`src/hdl/vfm_pkg.sv`:
```
package vfm_pkg;

  localparam int COORD_W = 6;
  localparam int NB_W    = 27;
  localparam int TEX_W   = 9;
  localparam int DIR_N   = 6;
  localparam int DIR_W   = 3;
  localparam int VTX_N   = 4;
  localparam int VTX_W   = 2;
  localparam int AO_W    = 2;
  localparam int WORD_W  = 32;
  localparam int NBI_W   = 5;

  localparam logic [COORD_W-1:0] COORD_MAX = 6'd63;
  localparam logic [VTX_W-1:0]   VTX_LAST  = 2'd3;
  localparam logic [AO_W-1:0]    AO_FULL   = 2'd3;
  localparam logic [AO_W-1:0]    AO_DARK   = 2'd0;

  // Neighbourhood bit of the face neighbour, per direction +X,+Y,+Z,-X,-Y,-Z.
  localparam logic [NBI_W-1:0] FACE_BIT [DIR_N] = '{
    5'd14, 5'd16, 5'd22, 5'd12, 5'd10, 5'd4
  };

  // Corner offset of each vertex as {dx, dy, dz}.
  localparam logic [2:0] CORNER_OFF [DIR_N][VTX_N] = '{
    '{3'b100, 3'b110, 3'b111, 3'b101},
    '{3'b111, 3'b110, 3'b010, 3'b011},
    '{3'b001, 3'b101, 3'b111, 3'b011},
    '{3'b001, 3'b011, 3'b010, 3'b000},
    '{3'b001, 3'b000, 3'b100, 3'b101},
    '{3'b010, 3'b110, 3'b100, 3'b000}
  };

  // Neighbourhood bits of the occlusion samples: side one, side two, corner.
  localparam logic [NBI_W-1:0] OCC_BIT [DIR_N][VTX_N][3] = '{
    '{'{5'd5,  5'd11, 5'd2 }, '{5'd17, 5'd5,  5'd8 },
      '{5'd23, 5'd17, 5'd26}, '{5'd11, 5'd23, 5'd20}},
    '{'{5'd17, 5'd25, 5'd26}, '{5'd7,  5'd17, 5'd8 },
      '{5'd15, 5'd7,  5'd6 }, '{5'd25, 5'd15, 5'd24}},
    '{'{5'd19, 5'd21, 5'd18}, '{5'd23, 5'd19, 5'd20},
      '{5'd25, 5'd23, 5'd26}, '{5'd21, 5'd25, 5'd24}},
    '{'{5'd21, 5'd9,  5'd18}, '{5'd15, 5'd21, 5'd24},
      '{5'd3,  5'd15, 5'd6 }, '{5'd9,  5'd3,  5'd0 }},
    '{'{5'd9,  5'd19, 5'd18}, '{5'd1,  5'd9,  5'd0 },
      '{5'd11, 5'd1,  5'd2 }, '{5'd19, 5'd11, 5'd20}},
    '{'{5'd7,  5'd3,  5'd6 }, '{5'd5,  5'd7,  5'd8 },
      '{5'd1,  5'd5,  5'd2 }, '{5'd3,  5'd1,  5'd0 }}
  };

  // One voxel as it arrives.
  typedef struct packed {
    logic [COORD_W-1:0]            pos_x;
    logic [COORD_W-1:0]            pos_y;
    logic [COORD_W-1:0]            pos_z;
    logic                          solid;
    logic [NB_W-1:0]               nb;
    logic [DIR_N-1:0][TEX_W-1:0]   tex;
  } vfm_voxel_t;

  // One voxel after face culling and occlusion.
  typedef struct packed {
    logic [COORD_W-1:0]                      pos_x;
    logic [COORD_W-1:0]                      pos_y;
    logic [COORD_W-1:0]                      pos_z;
    logic [DIR_N-1:0]                        face;
    logic [DIR_N-1:0][VTX_N-1:0][AO_W-1:0]   ao;
    logic [DIR_N-1:0][TEX_W-1:0]             tex;
  } vfm_quad_t;

endpackage

```
`src/hdl/vfm_if.sv`:
```
// Voxel input channel.
interface vfm_in_if;
  logic                        valid;
  logic                        ready;
  logic [vfm_pkg::COORD_W-1:0] pos_x;
  logic [vfm_pkg::COORD_W-1:0] pos_y;
  logic [vfm_pkg::COORD_W-1:0] pos_z;
  logic                        solid;
  logic [vfm_pkg::NB_W-1:0]    neighbour_opaque;
  logic [vfm_pkg::TEX_W-1:0]   tex_pos_x;
  logic [vfm_pkg::TEX_W-1:0]   tex_pos_y;
  logic [vfm_pkg::TEX_W-1:0]   tex_pos_z;
  logic [vfm_pkg::TEX_W-1:0]   tex_neg_x;
  logic [vfm_pkg::TEX_W-1:0]   tex_neg_y;
  logic [vfm_pkg::TEX_W-1:0]   tex_neg_z;

  modport source (
    output valid, pos_x, pos_y, pos_z, solid, neighbour_opaque,
           tex_pos_x, tex_pos_y, tex_pos_z, tex_neg_x, tex_neg_y, tex_neg_z,
    input  ready
  );
  modport sink (
    input  valid, pos_x, pos_y, pos_z, solid, neighbour_opaque,
           tex_pos_x, tex_pos_y, tex_pos_z, tex_neg_x, tex_neg_y, tex_neg_z,
    output ready
  );
endinterface

// Vertex output channel.
interface vfm_out_if;
  logic                       valid;
  logic                       ready;
  logic [vfm_pkg::WORD_W-1:0] vertex_word;
  logic                       last;

  modport source (output valid, vertex_word, last, input ready);
  modport sink (input valid, vertex_word, last, output ready);
endinterface

```
`src/hdl/voxel_face_mesher_with_ao.sv`:
```
// Voxel face mesher with per-vertex ambient occlusion.
// in_ch carries one voxel per transaction: position, solid flag, the opacity
// of its 3x3x3 neighbourhood and six face texture ids. out_ch carries packed
// vertex words, four per visible face in the order +X,+Y,+Z,-X,-Y,-Z, with
// last set on the final word of each voxel. Air voxels, voxels with a
// coordinate of 63 and fully enclosed voxels give no transaction at all.
// Pipeline: input register, cull and occlusion stage, a quad serialiser and
// an output register, which a voxel passes in that order before its first
// word is offered on out_ch.
// Throughput: the serialiser sends one vertex word per cycle unless out_ch
// stalls, and keeps a voxel until all its faces are sent; voxels that emit
// nothing pass at one per cycle unless held. Input is taken while the serialiser
// is still working on earlier voxels, as long as the stages in front hold space.
// Reset (rst_n low at a clock edge) empties every stage; in_ch.ready is high
// and out_ch.valid low after it. When the receiver stalls, the output word is
// held and the stages behind it fill, then in_ch.ready falls; nothing is lost.
module voxel_face_mesher_with_ao (
  input  logic         clk,
  input  logic         rst_n,
  vfm_in_if.sink       in_ch,
  vfm_out_if.source    out_ch
);

  logic                  s1_v_r, s1_v_nxt;
  vfm_pkg::vfm_voxel_t   s1_r;
  logic                  s2_v_r, s2_v_nxt;
  vfm_pkg::vfm_quad_t    s2_r, s2_nxt;
  logic                  ser_v_r, ser_v_nxt;
  logic [vfm_pkg::DIR_N-1:0] ser_face_r, ser_face_nxt;
  logic [vfm_pkg::VTX_W-1:0] ser_vtx_r, ser_vtx_nxt;
  vfm_pkg::vfm_quad_t    ser_r;
  logic                  out_v_r, out_v_nxt;
  logic [vfm_pkg::WORD_W-1:0] out_word_r;
  logic                  out_last_r;

  logic out_load, ser_done, ser_free, ser_take, s2_leave, s2_free, s2_take, s1_take;
  logic emit;
  logic [vfm_pkg::DIR_N-1:0] dir_hot, face_rest;
  logic [vfm_pkg::DIR_W-1:0] cur_dir;
  logic [2:0] corner;
  logic [vfm_pkg::COORD_W-1:0] vx, vy, vz;
  logic [vfm_pkg::WORD_W-1:0] word_nxt;
  logic last_nxt;

  // Handshake chain from the output register back to the input.
  assign out_load  = !out_v_r || out_ch.ready;
  assign ser_done  = ser_v_r && out_load && (ser_vtx_r == vfm_pkg::VTX_LAST) &&
                     (face_rest == '0);
  assign ser_free  = !ser_v_r || ser_done;
  assign ser_take  = s2_v_r && (s2_r.face != '0) && ser_free;
  assign s2_leave  = s2_v_r && ((s2_r.face == '0) || ser_free);
  assign s2_free   = !s2_v_r || s2_leave;
  assign s2_take   = s1_v_r && s2_free;
  assign s1_take   = in_ch.valid && in_ch.ready;
  assign in_ch.ready = !s1_v_r || s2_free;

  // Face culling and occlusion of the voxel in the input register.
  always_comb begin
    logic sa, sb, sc;
    emit = s1_r.solid && (s1_r.pos_x != vfm_pkg::COORD_MAX) &&
           (s1_r.pos_y != vfm_pkg::COORD_MAX) && (s1_r.pos_z != vfm_pkg::COORD_MAX);
    s2_nxt.pos_x = s1_r.pos_x;
    s2_nxt.pos_y = s1_r.pos_y;
    s2_nxt.pos_z = s1_r.pos_z;
    s2_nxt.tex   = s1_r.tex;
    for (int d = 0; d < vfm_pkg::DIR_N; d++) begin
      s2_nxt.face[d] = emit && !s1_r.nb[vfm_pkg::FACE_BIT[d]];
      for (int v = 0; v < vfm_pkg::VTX_N; v++) begin
        sa = s1_r.nb[vfm_pkg::OCC_BIT[d][v][0]];
        sb = s1_r.nb[vfm_pkg::OCC_BIT[d][v][1]];
        sc = s1_r.nb[vfm_pkg::OCC_BIT[d][v][2]];
        if (sa && sb) begin
          s2_nxt.ao[d][v] = vfm_pkg::AO_DARK;
        end else begin
          s2_nxt.ao[d][v] = vfm_pkg::AO_FULL - {1'b0, sa} - {1'b0, sb} - {1'b0, sc};
        end
      end
    end
  end

  // Current direction is the lowest face still to send.
  always_comb begin
    dir_hot   = ser_face_r & (~ser_face_r + 1'b1);
    face_rest = ser_face_r & ~dir_hot;
    cur_dir   = '0;
    for (int d = vfm_pkg::DIR_N - 1; d >= 0; d--) begin
      if (ser_face_r[d]) begin
        cur_dir = vfm_pkg::DIR_W'(d);
      end
    end
  end

  // Vertex word assembly.
  always_comb begin
    corner   = vfm_pkg::CORNER_OFF[cur_dir][ser_vtx_r];
    vx       = ser_r.pos_x + {{(vfm_pkg::COORD_W-1){1'b0}}, corner[2]};
    vy       = ser_r.pos_y + {{(vfm_pkg::COORD_W-1){1'b0}}, corner[1]};
    vz       = ser_r.pos_z + {{(vfm_pkg::COORD_W-1){1'b0}}, corner[0]};
    word_nxt = {vx, vy, vz, cur_dir, ser_r.ao[cur_dir][ser_vtx_r], ser_r.tex[cur_dir]};
    last_nxt = (ser_vtx_r == vfm_pkg::VTX_LAST) && (face_rest == '0);
  end

  // Next valid bits and serialiser counters.
  always_comb begin
    s1_v_nxt     = s1_v_r;
    s2_v_nxt     = s2_v_r;
    ser_v_nxt    = ser_v_r;
    ser_face_nxt = ser_face_r;
    ser_vtx_nxt  = ser_vtx_r;
    out_v_nxt    = out_v_r;
    if (s1_take) begin
      s1_v_nxt = 1'b1;
    end else if (s2_take) begin
      s1_v_nxt = 1'b0;
    end
    if (s2_take) begin
      s2_v_nxt = 1'b1;
    end else if (s2_leave) begin
      s2_v_nxt = 1'b0;
    end
    if (ser_v_r && out_load) begin
      ser_vtx_nxt = ser_vtx_r + 1'b1;
      if (ser_vtx_r == vfm_pkg::VTX_LAST) begin
        ser_face_nxt = face_rest;
      end
      if (ser_done) begin
        ser_v_nxt = 1'b0;
      end
    end
    if (ser_take) begin
      ser_v_nxt    = 1'b1;
      ser_face_nxt = s2_r.face;
      ser_vtx_nxt  = '0;
    end
    if (out_load) begin
      out_v_nxt = ser_v_r;
    end
  end

  // Control registers.
  always_ff @(posedge clk) begin
    if (!rst_n) begin
      s1_v_r     <= 1'b0;
      s2_v_r     <= 1'b0;
      ser_v_r    <= 1'b0;
      ser_face_r <= '0;
      ser_vtx_r  <= '0;
      out_v_r    <= 1'b0;
    end else begin
      s1_v_r     <= s1_v_nxt;
      s2_v_r     <= s2_v_nxt;
      ser_v_r    <= ser_v_nxt;
      ser_face_r <= ser_face_nxt;
      ser_vtx_r  <= ser_vtx_nxt;
      out_v_r    <= out_v_nxt;
    end
  end

  // Payload registers.
  always_ff @(posedge clk) begin
    if (s1_take) begin
      s1_r.pos_x <= in_ch.pos_x;
      s1_r.pos_y <= in_ch.pos_y;
      s1_r.pos_z <= in_ch.pos_z;
      s1_r.solid <= in_ch.solid;
      s1_r.nb    <= in_ch.neighbour_opaque;
      s1_r.tex   <= {in_ch.tex_neg_z, in_ch.tex_neg_y, in_ch.tex_neg_x,
                     in_ch.tex_pos_z, in_ch.tex_pos_y, in_ch.tex_pos_x};
    end
    if (s2_take) begin
      s2_r <= s2_nxt;
    end
    if (ser_take) begin
      ser_r <= s2_r;
    end
    if (out_load) begin
      out_word_r <= word_nxt;
      out_last_r <= last_nxt;
    end
  end

  assign out_ch.valid       = out_v_r;
  assign out_ch.vertex_word = out_word_r;
  assign out_ch.last        = out_last_r;

endmodule

```
`src/flat_wrapper.sv`:
```
// flat-port wrapper written by rule: the top's interface ports become plain ports
module voxel_face_mesher_with_ao_flat 
  (clk, rst_n, in_ch_valid, in_ch_pos_x, in_ch_pos_y, in_ch_pos_z, in_ch_solid, in_ch_neighbour_opaque, in_ch_tex_pos_x, in_ch_tex_pos_y, in_ch_tex_pos_z, in_ch_tex_neg_x, in_ch_tex_neg_y, in_ch_tex_neg_z, in_ch_ready, out_ch_valid, out_ch_vertex_word, out_ch_last, out_ch_ready);
  vfm_in_if in_ch_i ();
  vfm_out_if out_ch_i ();
  input  logic clk;
  input  logic rst_n;
  input wire logic [$bits(in_ch_i.valid)-1:0] in_ch_valid;
  input wire logic [$bits(in_ch_i.pos_x)-1:0] in_ch_pos_x;
  input wire logic [$bits(in_ch_i.pos_y)-1:0] in_ch_pos_y;
  input wire logic [$bits(in_ch_i.pos_z)-1:0] in_ch_pos_z;
  input wire logic [$bits(in_ch_i.solid)-1:0] in_ch_solid;
  input wire logic [$bits(in_ch_i.neighbour_opaque)-1:0] in_ch_neighbour_opaque;
  input wire logic [$bits(in_ch_i.tex_pos_x)-1:0] in_ch_tex_pos_x;
  input wire logic [$bits(in_ch_i.tex_pos_y)-1:0] in_ch_tex_pos_y;
  input wire logic [$bits(in_ch_i.tex_pos_z)-1:0] in_ch_tex_pos_z;
  input wire logic [$bits(in_ch_i.tex_neg_x)-1:0] in_ch_tex_neg_x;
  input wire logic [$bits(in_ch_i.tex_neg_y)-1:0] in_ch_tex_neg_y;
  input wire logic [$bits(in_ch_i.tex_neg_z)-1:0] in_ch_tex_neg_z;
  output wire logic [$bits(in_ch_i.ready)-1:0] in_ch_ready;
  output wire logic [$bits(out_ch_i.valid)-1:0] out_ch_valid;
  output wire logic [$bits(out_ch_i.vertex_word)-1:0] out_ch_vertex_word;
  output wire logic [$bits(out_ch_i.last)-1:0] out_ch_last;
  input wire logic [$bits(out_ch_i.ready)-1:0] out_ch_ready;
  assign in_ch_i.valid = in_ch_valid;
  assign in_ch_i.pos_x = in_ch_pos_x;
  assign in_ch_i.pos_y = in_ch_pos_y;
  assign in_ch_i.pos_z = in_ch_pos_z;
  assign in_ch_i.solid = in_ch_solid;
  assign in_ch_i.neighbour_opaque = in_ch_neighbour_opaque;
  assign in_ch_i.tex_pos_x = in_ch_tex_pos_x;
  assign in_ch_i.tex_pos_y = in_ch_tex_pos_y;
  assign in_ch_i.tex_pos_z = in_ch_tex_pos_z;
  assign in_ch_i.tex_neg_x = in_ch_tex_neg_x;
  assign in_ch_i.tex_neg_y = in_ch_tex_neg_y;
  assign in_ch_i.tex_neg_z = in_ch_tex_neg_z;
  assign in_ch_ready = in_ch_i.ready;
  assign out_ch_valid = out_ch_i.valid;
  assign out_ch_vertex_word = out_ch_i.vertex_word;
  assign out_ch_last = out_ch_i.last;
  assign out_ch_i.ready = out_ch_ready;
  voxel_face_mesher_with_ao u_core (.clk(clk), .rst_n(rst_n), .in_ch(in_ch_i), .out_ch(out_ch_i));
endmodule
```
`config.mk`:
```
export PLATFORM = sky130hd
export DESIGN_NAME = voxel_face_mesher_with_ao_flat
export DESIGN_NICKNAME = d
export VERILOG_FILES = /design/src/hdl/vfm_pkg.sv /design/src/hdl/vfm_if.sv /design/src/hdl/voxel_face_mesher_with_ao.sv /design/src/flat_wrapper.sv
export SDC_FILE = /design/constraint.sdc
export NUM_CORES = 1
export LEC_CHECK = 0
export ABC_CLOCK_PERIOD_IN_PS = 17000
export BUFFER_PORTS_ARGS = -buffer_cell sky130_fd_sc_hd__buf_4
export CORE_MARGIN = 3
export CORE_UTILIZATION = 55
export DETAILED_ROUTE_END_ITERATION = 16
export HOLD_SLACK_MARGIN = 0.1
export PLACE_DENSITY = 0.71
export SYNTH_ARGS = -nofsm -noshare
export SYNTH_HDL_FRONTEND = slang
export SYNTH_SLANG_ARGS = --single-unit
```
`constraint.sdc`:
```
create_clock -name clk -period 17 [get_ports clk]
set_input_delay 0.85 -clock clk [delete_from_list [all_inputs] [get_ports clk]]
set_output_delay 0.85 -clock clk [all_outputs]
set_load 0.005 [all_outputs]
```
==> summary.txt, run 1 <==
Status
  • Status: complete, no violations

Global routing
  • Total GRT Usage: 17.1%
  • First-pass GRT wire length: 37,600 microns
  • Vias in the first global route: 7,112
  • Pin count of the biggest net entering global routing: 79
  • Initial antenna violation count: 0
  • GR Overflow Total: 0

Worst setup path
  • Crit-path most repeated cell: buf_4
  • Worst-path maximum fanout: 78
  • CP Buf/Inv Count: 4
  • Worst path slowest cell: buf_4
  • Crit path DAT: 3.89 ns
  • CP Data Required Time: 17.13 ns
  • Largest stage delay, worst path: 0.82 ns
  • Launching element type of the critical path: primary input
  • Critical Path End Type: flip-flop
  • Crit-path cells: buf_4 > nand2b_2 > nand2_1 > inv_1 > a21o_1 > nand2b_1 > inv_4 > buf_4
  • Delay-heaviest family, CP: buffers and inverters
  • Critical path class: in -> reg

Timing
  • Final setup viols: 0
  • Hold slack: 0.414 ns
  • Min Tclk post-route: 3.75 ns
  • Clock Skews: 0.0187 ns
  • Slew Limit Fails: 0
  • Final period util: 22.1%
  • TNS Setup: 0 ns
  • F_max: 267 MHz
  • RSZ-0062 raised after global routing: false
  • Slew headroom: 25.7%
  • Slew @ Worst Pin: 1.11 ns
  • Fin. Hold Viols: 0

Route
  • ANT nets after route: 0
  • Vias: 6,718
  • Vias per cell: 5.41
  • Routed len/inst: 18.9 microns
  • DRC viols: 0
  • 1st-pass router iterations: 5
  • Iter 0 DRT Violations: 564
  • Final WL: 23,500 microns

Clocking
  • CTS Root Cell: clkbuf_16
  • CTS sink count: 390
  • H-tree levels: 2
  • Clk Latency, worst-skew pair: 0.52 ns
  • Maximum root-to-sink buffer count: 3
  • CTS buffer count: 38
  • CTS tree: done
  • Post-CTS Setup Bufs: 0
  • Worst-path clk slew: 0.06 ns
  • Cts hold-fix bufs: 0
  • Cts repair resizes: 0

Synthesis
  • Synth top area share: 80.0%
  • Post-Syn Nets: 873
  • Top FF cell, synth: edfxtp_1
  • Gate Count Post-Synth: 733
  • Yosys warns: 0
  • Syn avg cell area: 19.3 sq um
  • Cell with the most instances after synthesis: edfxtp_1
  • Seq cells post-synth: 390
  • Async SR Flop Fraction: 0%
  • EDFF count, synth: 378
  • Top cells by area, synth: edfxtp_1, fa_1, mux2i_1
  • Synth top cells by count: edfxtp_1, a21oi_1, mux2i_1, nand2_1, fa_1
  • Netlist cell types: 48
  • Dominant cell type by area after synthesis: edfxtp_1
  • Synth Cell Area: 0.0142 sq mm
  • Seq/Total Area, Yosys: 81.7%

Power
  • Leak: 5.91 nW
  • Power consumption: 2.03 mW
  • Max VDD drop: 0.0000740 V
  • Power density cells: 121 mW/mm^2

Floorplanning
  • Core Box Area: 0.0253 sq mm
  • Ports: 139
  • Die footprint: 0.0277 sq mm
  • # rows: 58
  • Initial Utilization: 56.1%
  • Die X-Extent: 167 microns
  • Die Y: 167 microns

Layout
  • Antenna fix cells: 0
  • Multi-input gate area: 0.00244 sq mm
  • Final layout net count: 1,026
  • Area delta synth->final: 17.8%
  • Fillers: 1,675
  • Storage element area: 0.0116 sq mm
  • Share of layout cells above drive strength 1: 22.6%

Min path
  • Min-delay worst type: reg -> reg

Placement
  • GP Congestion: 0.814
  • # port buffers: 137
  • HPWL after DPL: 15,200 microns

Job
  • Max-cap violation count: 0
==> sequential cells by signal, indices dropped and copies added (netlist names) <==
register	flops
u_core.s1_r	99
u_core.ser_vtx_r	2
u_core.out_ch.valid	1
u_core.out_ch.vertex_word	32
u_core.ser_face_r	6
u_core.ser_v_r	1
u_core.s2_v_r	1
u_core.s2_r	126
u_core.s1_v_r	1
u_core.ser_r	120
u_core.out_ch.last	1
==> cells in the final DEF, fill, tap and decap left out, types with 2 or more instances in the layout <==
master     count
a221oi_1       7
and2_1         3
bufinv_16      2
nand4_1        3
o211ai_1       7
nor4_2         2
a21boi_0       2
a21oi_1       53
o22ai_1        2
fa_1          24
nor2b_1       10
clkbuf_16     39
o21ai_0        3
o21ai_1        6
buf_4        144
o221ai_1      15
clkbuf_1       5
clkinv_2       6
nand2b_1       2
clkinv_1      11
edfxtp_1     378
mux2i_1       39
nand2_1       33
nand3_1       13
a21boi_1       2
xnor2_1        9
ha_1          12
a21o_1         5
a22oi_1       11
xor2_1         5
and3_1         4
nor2_1        12
inv_1          8
dfxtp_1       12
==> power by group <==
group	leakage, nW	internal (mW)	switching [mW]
registers	3.71	1.12	0.0261
logic	1.63	0.0537	0.0590
clock network	0.564	0.447	0.324
==> cell families (layout without fill, tap and decap cells) <==
family	count (synthesis)	count (layout)	synth area share, %
adders and majority gates	37	37	4.52
xor gates and xnor gates	14	14	0.865
AOI/OAI and AO/OA	123	123	5.68
muxes	40	40	2.83
DFF	390	390	81.7
and+or+nand+nor	88	88	3.08
buffers and inverters	41	219	1.28
==> metal layers <==
metal / track usage (%) / part of all wire (%) / up-vias
met5: 0 / 0 / -
met4: 5.99 / 2.8 / 0
met3: 3.39 / 4.7 / 46
met2: 29.4 / 51 / 183
met1: 22.2 / 41 / 3326
li1: - / - / 3163
==> cell type report <==
cell class | instances | share of cell area, %
clock buffer | 44 | 5.95
clock inverter | 21 | 0.891
inverter | 10 | 0.240
multi-input combinational | 302 | 14.6
sequential | 390 | 69.4
tap | 330 | 2.47
timing repair buffer | 144 | 6.47
==> final timing paths <==
check | from | endpoint | slack (ns) | cells past startpoint
setup / recovery | out_ch_ready | u_core.ser_r[43] | 13.25 | 8
hold / removal | u_core.s2_r[41] | u_core.ser_r[41] | 0.41 | 0
setup reg to reg | u_core.ser_face_r[0] | u_core.out_ch.vertex_word[31] | 13.38 | 11
hold reg to reg | u_core.s2_r[41] | u_core.ser_r[41] | 0.41 | 0
==> stage by stage <==
stage / std cells / area (sq um) / setup slack [ns] / utilization, %
after floorplan: 733 / 14200 / 8.67 / -
final: 1241 / 16700 / 13.25 / 66.2
after global placement: 1176 / 15600 / 12.82 / 61.6
after global routing: 1241 / 16700 / 12.97 / 66.2
after detailed placement: 1176 / 15600 / 12.69 / 61.6
after CTS: 1241 / 16700 / 13.21 / 66.2
No activity file was read; power rests on OpenSTA's default activity.
==> run 2, diff against run 1 <==
--- a/config.mk
+++ b/config.mk
@@ -5,7 +5,8 @@
 export SDC_FILE = /design/constraint.sdc
 export NUM_CORES = 1
 export LEC_CHECK = 0
-export ABC_CLOCK_PERIOD_IN_PS = 17000
+export ABC_AREA = 1
+export ABC_CLOCK_PERIOD_IN_PS = 3900
 export BUFFER_PORTS_ARGS = -buffer_cell sky130_fd_sc_hd__buf_4
 export CORE_MARGIN = 3
 export CORE_UTILIZATION = 55
==> constraint.sdc (replaced) <==
create_clock -name clk -period 3.9 [get_ports clk]
set_input_delay 0.195 -clock clk [delete_from_list [all_inputs] [get_ports clk]]
set_output_delay 0.195 -clock clk [all_outputs]
set_load 0.005 [all_outputs]
==> run 2 against run 1 <==
Compared with the run above: utilization up 5.2 points; combinational power increased to 5.3 times the previous value; sequential power grew to 4.4 times the previous value; global-route usage up 1.3 points; critical path type is now reg -> reg; total power grew to 4.6 times the previous value; synthesized area is 1.8% higher; register-to-register slack got worse by 13 ns; via count grew 16%; wire length increased by 10%; non-clock buffer count up 106; sequential share of layout area decreased by 5.6 points; worst hold slack got worse by 0.26 ns.
==> summary.txt, run 2 <==
Status
  • Status: complete, no violations (unchanged)

Synthesis
  • Cell with the most instances after synthesis: edfxtp_1 (unchanged)
  • Synth Area in Simple Gates: 7.71% (was 3.08%)
  • Gate Count Post-Synth: 881 (was 733)
  • Seq/Total Area, Yosys: 80.3% (was 81.7%)
  • Compound-gate portion of the synthesized area: 3.75% (was 5.68%)
  • Dominant cell type by area after synthesis: edfxtp_1 (unchanged)
  • Syn avg cell area: 16.4 sq um (was 19.3 sq um)
  • Top cells by area, synth: edfxtp_1, fa_1, nand3_1 (was edfxtp_1, fa_1, mux2i_1)
  • Synth top area share: 78.6% (was 80.0%)
  • Top FF cell, synth: edfxtp_1 (unchanged)
  • Seq cells post-synth: 390 (unchanged)
  • Synth Area in Adders: 4.37% (was 4.52%)
  • Main combinational cell family by area after synthesis: simple AND/OR/NAND/NOR gates (was compound AO/OA/AOI/OAI gates)
  • Synth top cells by count: edfxtp_1, nand2_1, nand3_1, inv_1, a21oi_1 (was edfxtp_1, a21oi_1, mux2i_1, nand2_1, fa_1)
  • Post-Syn Nets: 1,021 (was 873)
  • Proportion of synthesized area in mux cells: 0% (was 2.83%)
  • Yosys warns: 0 (unchanged)
  • Netlist cell types: 32 (was 48)
  • EDFF count, synth: 378 (unchanged)
  • Synth Cell Area: 0.0144 sq mm (was 0.0142 sq mm)
  • Async SR Flop Fraction: 0% (unchanged)
  • Synth Area in XOR/XNOR: 0.789% (was 0.865%)

Clocking
  • Cts repair resizes: 0 (unchanged)
  • CTS Root Cell: clkbuf_16 (unchanged)
  • CTS sink count: 390 (unchanged)
  • CTS buffer count: 39 (was 38)
  • Clk Latency, worst-skew pair: 0.54 ns (was 0.52 ns)
  • Maximum root-to-sink buffer count: 3 (unchanged)
  • CTS tree: done (unchanged)
  • H-tree levels: 2 (unchanged)
  • Worst-path clk slew: 0.06 ns (about the same)

Layout
  • Final Non-Filler Cells: 1,504 (was 1,241)
  • Final layout net count: 1,284 (was 1,026)
  • Most frequent cells in the layout: edfxtp_1, buf_4, dlygate4sd3_1, nand2_1, nand3_1 (was edfxtp_1, buf_4, a21oi_1, mux2i_1, clkbuf_16)
  • Biggest regs: u_core.s2_r: 126 flops, u_core.ser_r: 120 flops, u_core.s1_r: 99 flops (unchanged)
  • Share of layout cells above drive strength 1: 19.3% (was 22.6%)
  • Commonest non-fill, non-tap cell in the layout: edfxtp_1 (unchanged)
  • Area delta synth->final: 25.9% (was 17.8%)
  • Storage element area: 0.0116 sq mm (unchanged)
  • Multi-input gate area: 0.00240 sq mm (was 0.00244 sq mm)
  • Reg with most FFs: u_core.s2_r (unchanged)
  • Antenna fix cells: 0 (unchanged)
  • Max reg flops: 126 (unchanged)
  • Fillers: 1,551 (was 1,675)

Timing
  • PnR worst setup slack: 0.819 ns (was 13.25 ns)
  • Fin. Hold Viols: 0 (unchanged)
  • Clock Skews: 0.0212 ns (was 0.0187 ns)
  • Min Tclk post-route: 3.08 ns
  • Final period util: 79.0%
  • Slew @ Worst Pin: 0.953 ns (was 1.11 ns)
  • TNS Setup: 0 ns (unchanged)
  • Final setup viols: 0 (unchanged)
  • RSZ-0062 raised after global routing: false (unchanged)
  • Slew Limit Fails: 0 (unchanged)
  • F_max: 325 MHz
  • Slew headroom: 36.4% (was 25.7%)

Route
  • DRC viols: 0 (unchanged)
  • Iter 0 DRT Violations: 587 (was 564)
  • Routed len/inst: 17.2 microns (was 18.9 microns)
  • ANT nets after route: 0 (unchanged)
  • Vias: 7,792 (was 6,718)
  • Vias per cell: 5.18 (was 5.41)
  • Met1 WL: 10,600 microns (was 9730 microns)
  • Top Metal Used: met4 (unchanged)
  • Routed length on met3: 1630 microns (was 1110 microns)
  • Final WL: 25,800 microns (was 23,500 microns)
  • Met2 wire length: 13,100 microns (was 12,000 microns)
  • 1st-pass router iterations: 5 (unchanged)

Worst setup path
  • Launching element type of the critical path: flip-flop (was primary input)
  • Worst-path maximum fanout: 18 (was 78)
  • CP Data Required Time: 4.19 ns (was 17.13 ns)
  • Critical Path End Type: flip-flop (unchanged)
  • Critical path class: reg -> reg (was in -> reg)
  • Crit path DAT: 3.37 ns (was 3.89 ns)

Global routing
  • Total GRT Usage: 18.5% (was 17.1%)
  • Pin count of the biggest net entering global routing: 127 (was 79)
  • GR Overflow Total: 0 (unchanged)
  • Initial antenna violation count: 0 (unchanged)
  • Vias in the first global route: 7,941 (was 7,112)
  • First-pass GRT wire length: 40,800 microns (was 37,600 microns)

Power
  • Power density cells: 510 mW/mm^2 (was 121 mW/mm^2)
  • Max VDD drop: 0.000419 V (was 0.0000740 V)
  • Leak: 6.78 nW (was 5.91 nW)

Placement
  • HPWL after DPL: 15,100 microns (was 15,200 microns)
  • Placed Instances: 1,332 (was 1,176)
  • Worst slack, placed: 0.810 ns (was 12.69 ns)
  • # port buffers: 137 (unchanged)
  • GP Congestion: 0.829 (was 0.814)

Floorplanning
  • Die X-Extent: 168 microns (was 167 microns)
  • Die footprint: 0.0282 sq mm (was 0.0277 sq mm)
  • Core Box Area: 0.0255 sq mm (was 0.0253 sq mm)
  • Die Y: 168 microns (was 167 microns)
  • Initial Utilization: 56.7% (was 56.1%)
  • # rows: 58 (unchanged)
  • Ports: 139 (unchanged)

Min path
  • Min-delay worst type: in -> reg (was reg -> reg)

Job
  • Max-cap violation count: 0 (unchanged)
## run 2: kinds of logic after synthesis
logic type	after synthesis
compound gates	98
xor+xnor	13
fa+ha+maj	36
buf+inv	100
flops	390
simple gates	244
## run 2: worst max-delay path, cell delays in order, from the launching register on
cell and delay [ns]:
dfxtp_1 0.36, inv_2 0.28, nand2_1 0.13, nor2_2 0.35, buf_4 0.24, inv_2 0.14, ha_1 0.20, o21ai_0 0.15
o22ai_1 0.10, o22ai_1 0.20, ha_1 0.23, ha_1 0.19, nand3_1 0.11, xor2_1 0.15
## run 2: final cells by class
class / instances / share of cell area, %
Multi-Input combinational cell: 391 / 13.2
Sequential cell: 390 / 63.8
Inverter: 72 / 1.55
Clock buffer: 49 / 5.63
Timing Repair Buffer: 250 / 12.1
Tap cell: 330 / 2.27
Clock inverter: 22 / 1.47
## run 2: final timing paths
kind                                            from                             to  slack, ns  cells after the start
worst max register to register  u_core.ser_face_r[0]  u_core.out_ch.vertex_word[18]       0.82                     13
worst min-delay path                    out_ch_ready            u_core.ser_vtx_r[0]       0.15                      6
worst min register to register      u_core.s2_r[108]              u_core.ser_r[108]       0.41                      0
worst max-delay path            u_core.ser_face_r[0]  u_core.out_ch.vertex_word[18]       0.82                     13
## run 2: power breakdown
part | total, mW | switching [mW] | internal (mW)
clock network | 3.70 | 1.49 | 2.21
logic | 0.595 | 0.305 | 0.290
registers | 4.97 | 0.109 | 4.86
## run 2: per-stage QoR
step           power [mW]  hold slack [ns]  util, %  cell area [sq um]
2_1_floorplan        5.30            0.293        -              14400
6_report             9.27            0.155     71.3              18200
3_3_place_gp         5.54            0.373     62.3              15900
5_1_grt              9.61            0.225     71.3              18200
4_1_cts              9.33            0.150     71.3              18200
3_5_place_dp         5.57            0.374     62.3              15900
## run 2: repair_timing
item | 4_1_cts | 5_1_grt
hold buffers | 101 | 0
buffers inserted | 0 | 0
endpoints found under the hold margin | 111 | 0
## run 2: metal layers
| metal | vias up | global-route usage [%] |
|---|---|---|
| met1 | 3747 | 24.3 |
| li1 | 3730 | - |
| met5 | - | 0 |
| met3 | 52 | 3.80 |
| met4 | 0 | 5.83 |
| met2 | 263 | 31.5 |
==> run 3, diff against run 2 <==
--- a/config.mk
+++ b/config.mk
@@ -6,7 +6,7 @@
 export NUM_CORES = 1
 export LEC_CHECK = 0
 export ABC_AREA = 1
-export ABC_CLOCK_PERIOD_IN_PS = 3900
+export ABC_CLOCK_PERIOD_IN_PS = 3000
 export BUFFER_PORTS_ARGS = -buffer_cell sky130_fd_sc_hd__buf_4
 export CORE_MARGIN = 3
 export CORE_UTILIZATION = 55
==> constraint.sdc (replaced) <==
create_clock -name clk -period 3 [get_ports clk]
set_input_delay 0.15 -clock clk [delete_from_list [all_inputs] [get_ports clk]]
set_output_delay 0.15 -clock clk [all_outputs]
set_load 0.005 [all_outputs]
==> run 3 against run 2 <==
Compared with the run above: utilization barely moved; worst hold slack gained 0.18 ns; global-route usage grew 0.51 points; total power rose by 28%; critical path type unchanged; largest cell class unchanged; largest power group unchanged; highest routed layer unchanged.
==> summary.txt, run 3 (synthesis gave the netlist of run 2 again) <==
Clocking
  • CTS sink count: 390 (unchanged)
  • Cts repair resizes: 0 (unchanged)
  • Clk Latency, worst-skew pair: 0.53 ns (was 0.54 ns)
  • CTS tree: done (unchanged)
  • H-tree levels: 2 (unchanged)
  • Worst-path clk slew: 0.06 ns (about the same)
  • Maximum root-to-sink buffer count: 3 (unchanged)
  • CTS Root Cell: clkbuf_16 (unchanged)
  • CTS buffer count: 38 (was 39)

Global routing
  • First-pass GRT wire length: 41,900 microns (was 40,800 microns)
  • GR Overflow Total: 0 (unchanged)
  • Pin count of the biggest net entering global routing: 127 (unchanged)
  • Initial antenna violation count: 0 (unchanged)
  • Total GRT Usage: 19.0% (was 18.5%)
  • Vias in the first global route: 7,935 (was 7,941)

Timing
  • Fin. Hold Viols: 0 (unchanged)
  • Min Tclk post-route: 2.78 ns (was 3.08 ns)
  • PnR worst setup slack: 0.221 ns (was 0.819 ns)
  • RSZ-0062 raised after global routing: false (unchanged)
  • Final period util: 92.6% (was 79.0%)
  • F_max: 360 MHz (was 325 MHz)
  • Slew Limit Fails: 0 (unchanged)
  • Hold slack: 0.331 ns (was 0.155 ns)
  • Slew @ Worst Pin: 0.823 ns (was 0.953 ns)
  • Final setup viols: 0 (unchanged)
  • Slew headroom: 45.2% (was 36.4%)
  • Clock Skews: 0.0193 ns (was 0.0212 ns)

Layout
  • Biggest regs: u_core.s2_r: 126 flops, u_core.ser_r: 120 flops, u_core.s1_r: 99 flops (unchanged)
  • Share of layout cells above drive strength 1: 20.4% (was 19.3%)
  • Core Util, Final: 71.4% (was 71.3%)
  • Max reg flops: 126 (unchanged)
  • Area delta synth->final: 26.0% (was 25.9%)
  • Finished Cell Area: 0.0182 sq mm (about the same)
  • Reg with most FFs: u_core.s2_r (unchanged)
  • Commonest non-fill, non-tap cell in the layout: edfxtp_1 (unchanged)
  • Antenna fix cells: 0 (unchanged)
  • Final layout net count: 1,293 (was 1,284)
  • Most frequent cells in the layout: edfxtp_1, buf_4, dlygate4sd3_1, nand2_1, nand3_1 (unchanged)

Route
  • Vias: 7,802 (was 7,792)
  • Final WL: 26,400 microns (was 25,800 microns)
  • 1st-pass router iterations: 5 (unchanged)
  • Vias per cell: 5.16 (was 5.18)
  • Iter 0 DRT Violations: 604 (was 587)
  • Routed len/inst: 17.5 microns (was 17.2 microns)
  • DRC viols: 0 (unchanged)
  • ANT nets after route: 0 (unchanged)

Power
  • Sequential power share: 54.5% (was 53.6%)
  • Comb power frac: 6.7% (was 6.4%)
  • Max VDD drop: 0.000639 V (was 0.000419 V)
  • Power density cells: 652 mW/mm^2 (was 510 mW/mm^2)
  • Switch share: 21.1% (was 20.6%)
  • Leak: 6.79 nW (was 6.78 nW)
  • Net switching power: 2.50 mW (was 1.91 mW)
  • Power consumption: 11.9 mW (was 9.27 mW)
  • Internal Power: 9.35 mW (was 7.36 mW)
  • Clock Power Share: 38.8% (was 39.9%)

Job
  • Max-cap violation count: 0 (unchanged)

Worst setup path
  • Crit path DAT: 3.05 ns (was 3.37 ns)
  • Worst path slowest cell: dfxtp_1 (unchanged)
  • Critical path class: reg -> reg (unchanged)
  • Critical Path End Type: flip-flop (unchanged)
  • Launching element type of the critical path: flip-flop (unchanged)
  • Worst-path maximum fanout: 17 (was 18)
  • Largest stage delay, worst path: 0.41 ns (was 0.36 ns)
  • Crit-path cells: inv_2 > nand2_1 > nand2_1 > nand2_2 > nand2_4 > nand2_4 > inv_1 > ha_1 > o21ai_0 > o311ai_0 > nand2_1 > o21ai_0 > ha_1 > ha_1 > nand3_1 > xor2_1 (was inv_2 > nand2_1 > nor2_2 > buf_4 > inv_2 > ha_1 > o21ai_0 > o22ai_1 > o22ai_1 > ha_1 > ha_1 > nand3_1 > xor2_1)
  • CP Data Required Time: 3.27 ns (was 4.19 ns)

Floorplanning
  • Die footprint: 0.0282 sq mm (unchanged)
  • Die Y: 168 microns (unchanged)
  • Die X-Extent: 168 microns (unchanged)
  • # rows: 58 (unchanged)
  • Core Box Area: 0.0255 sq mm (unchanged)
  • Ports: 139 (unchanged)
  • Initial Utilization: 56.7% (unchanged)

Placement
  • HPWL after DPL: 15,400 microns (was 15,100 microns)
  • # port buffers: 137 (unchanged)
  • Dpl cell area: 0.0160 sq mm (was 0.0159 sq mm)
  • Worst slack, placed: 0.293 ns (was 0.810 ns)
  • GP Congestion: 0.811 (was 0.829)

Status
  • Status: complete, no violations (unchanged)

Min path
  • Min-delay worst type: in -> reg (unchanged)
-- run 3: changes by cell type in the layout (fill, tap and decap cells not counted), moves of 2 or more --
cell / previous run / this run
nand2_1: 85 / 83
bufinv_16: 5 / 3
buf_12: 5 / 3
clkinvlp_4: 3 / 5
buf_4: 144 / 155
dfxtp_1: 12 / 10
clkinv_1: 8 / 10
clkbuf_1: 9 / 4
-- run 3: area by class of cell --
cell class	instances	area, sq um
flip-flops and latches	390	11600
fillers	1592	7290
multi-input cells	391	2440
repair buffers	260	2240
clock buffers	43	991
well taps	330	413
inverters	72	282
clock inverters	25	216
-- run 3: power by group through the flow --
stage	Clock (mW)	Combinational, mW	Sequential [mW]
final	4.60	0.795	6.46
after global routing	4.94	0.888	6.49
after global placement	0	0.662	6.56
after CTS	4.66	0.795	6.46
after detailed placement	0	0.685	6.57
after floorplan	0	0.367	6.53
-- run 3: worst paths after layout --
| kind | endpoint | startpoint | slack, ns | cells after the start |
|---|---|---|---|---|
| max reg2reg | u_core.out_ch.vertex_word[24] | u_core.ser_face_r[4] | 0.22 | 16 |
| min reg2reg | u_core.ser_r[54] | u_core.s2_r[54] | 0.41 | 0 |
| min | u_core.s1_r[41] | in_ch_tex_neg_y[5] | 0.33 | 2 |
| max | u_core.out_ch.vertex_word[24] | u_core.ser_face_r[4] | 0.22 | 16 |
-- run 3: layer usage --
layer / up-vias / GRT usage, % / wire [microns]
met5: - / 0 / 0
met4: 0 / 5.98 / 623
met3: 48 / 3.15 / 1310
met2: 224 / 32.0 / 13400
met1: 3784 / 25.8 / 11100
li1: 3746 / - / -
-- run 3: worst max-delay path: cells and delay by family, from the launching register on --
| kind | cells | cell delay (ns) |
|---|---|---|
| compound gates | 3 | 0.45 |
| buf+inv | 2 | 0.13 |
| simple gates | 7 | 0.70 |
| fa+ha+maj | 3 | 0.75 |
| xor+xnor | 1 | 0.07 |
| flops | 1 | 0.41 |
-- run 3: timing repair --
item                                   CTS  global route
hold buffers                           102             0
buffers inserted                         0             0
endpoints found under the hold margin  111             0
setup endpoints to repair                0             0
-- run 3: per-stage QoR --
stage / setup TNS, ns / cells
2_1_floorplan: -44.83 / 881
3_3_place_gp: 0 / 1341
3_5_place_dp: 0 / 1341
4_1_cts: 0 / 1511
5_1_grt: 0 / 1511
6_report: 0 / 1511
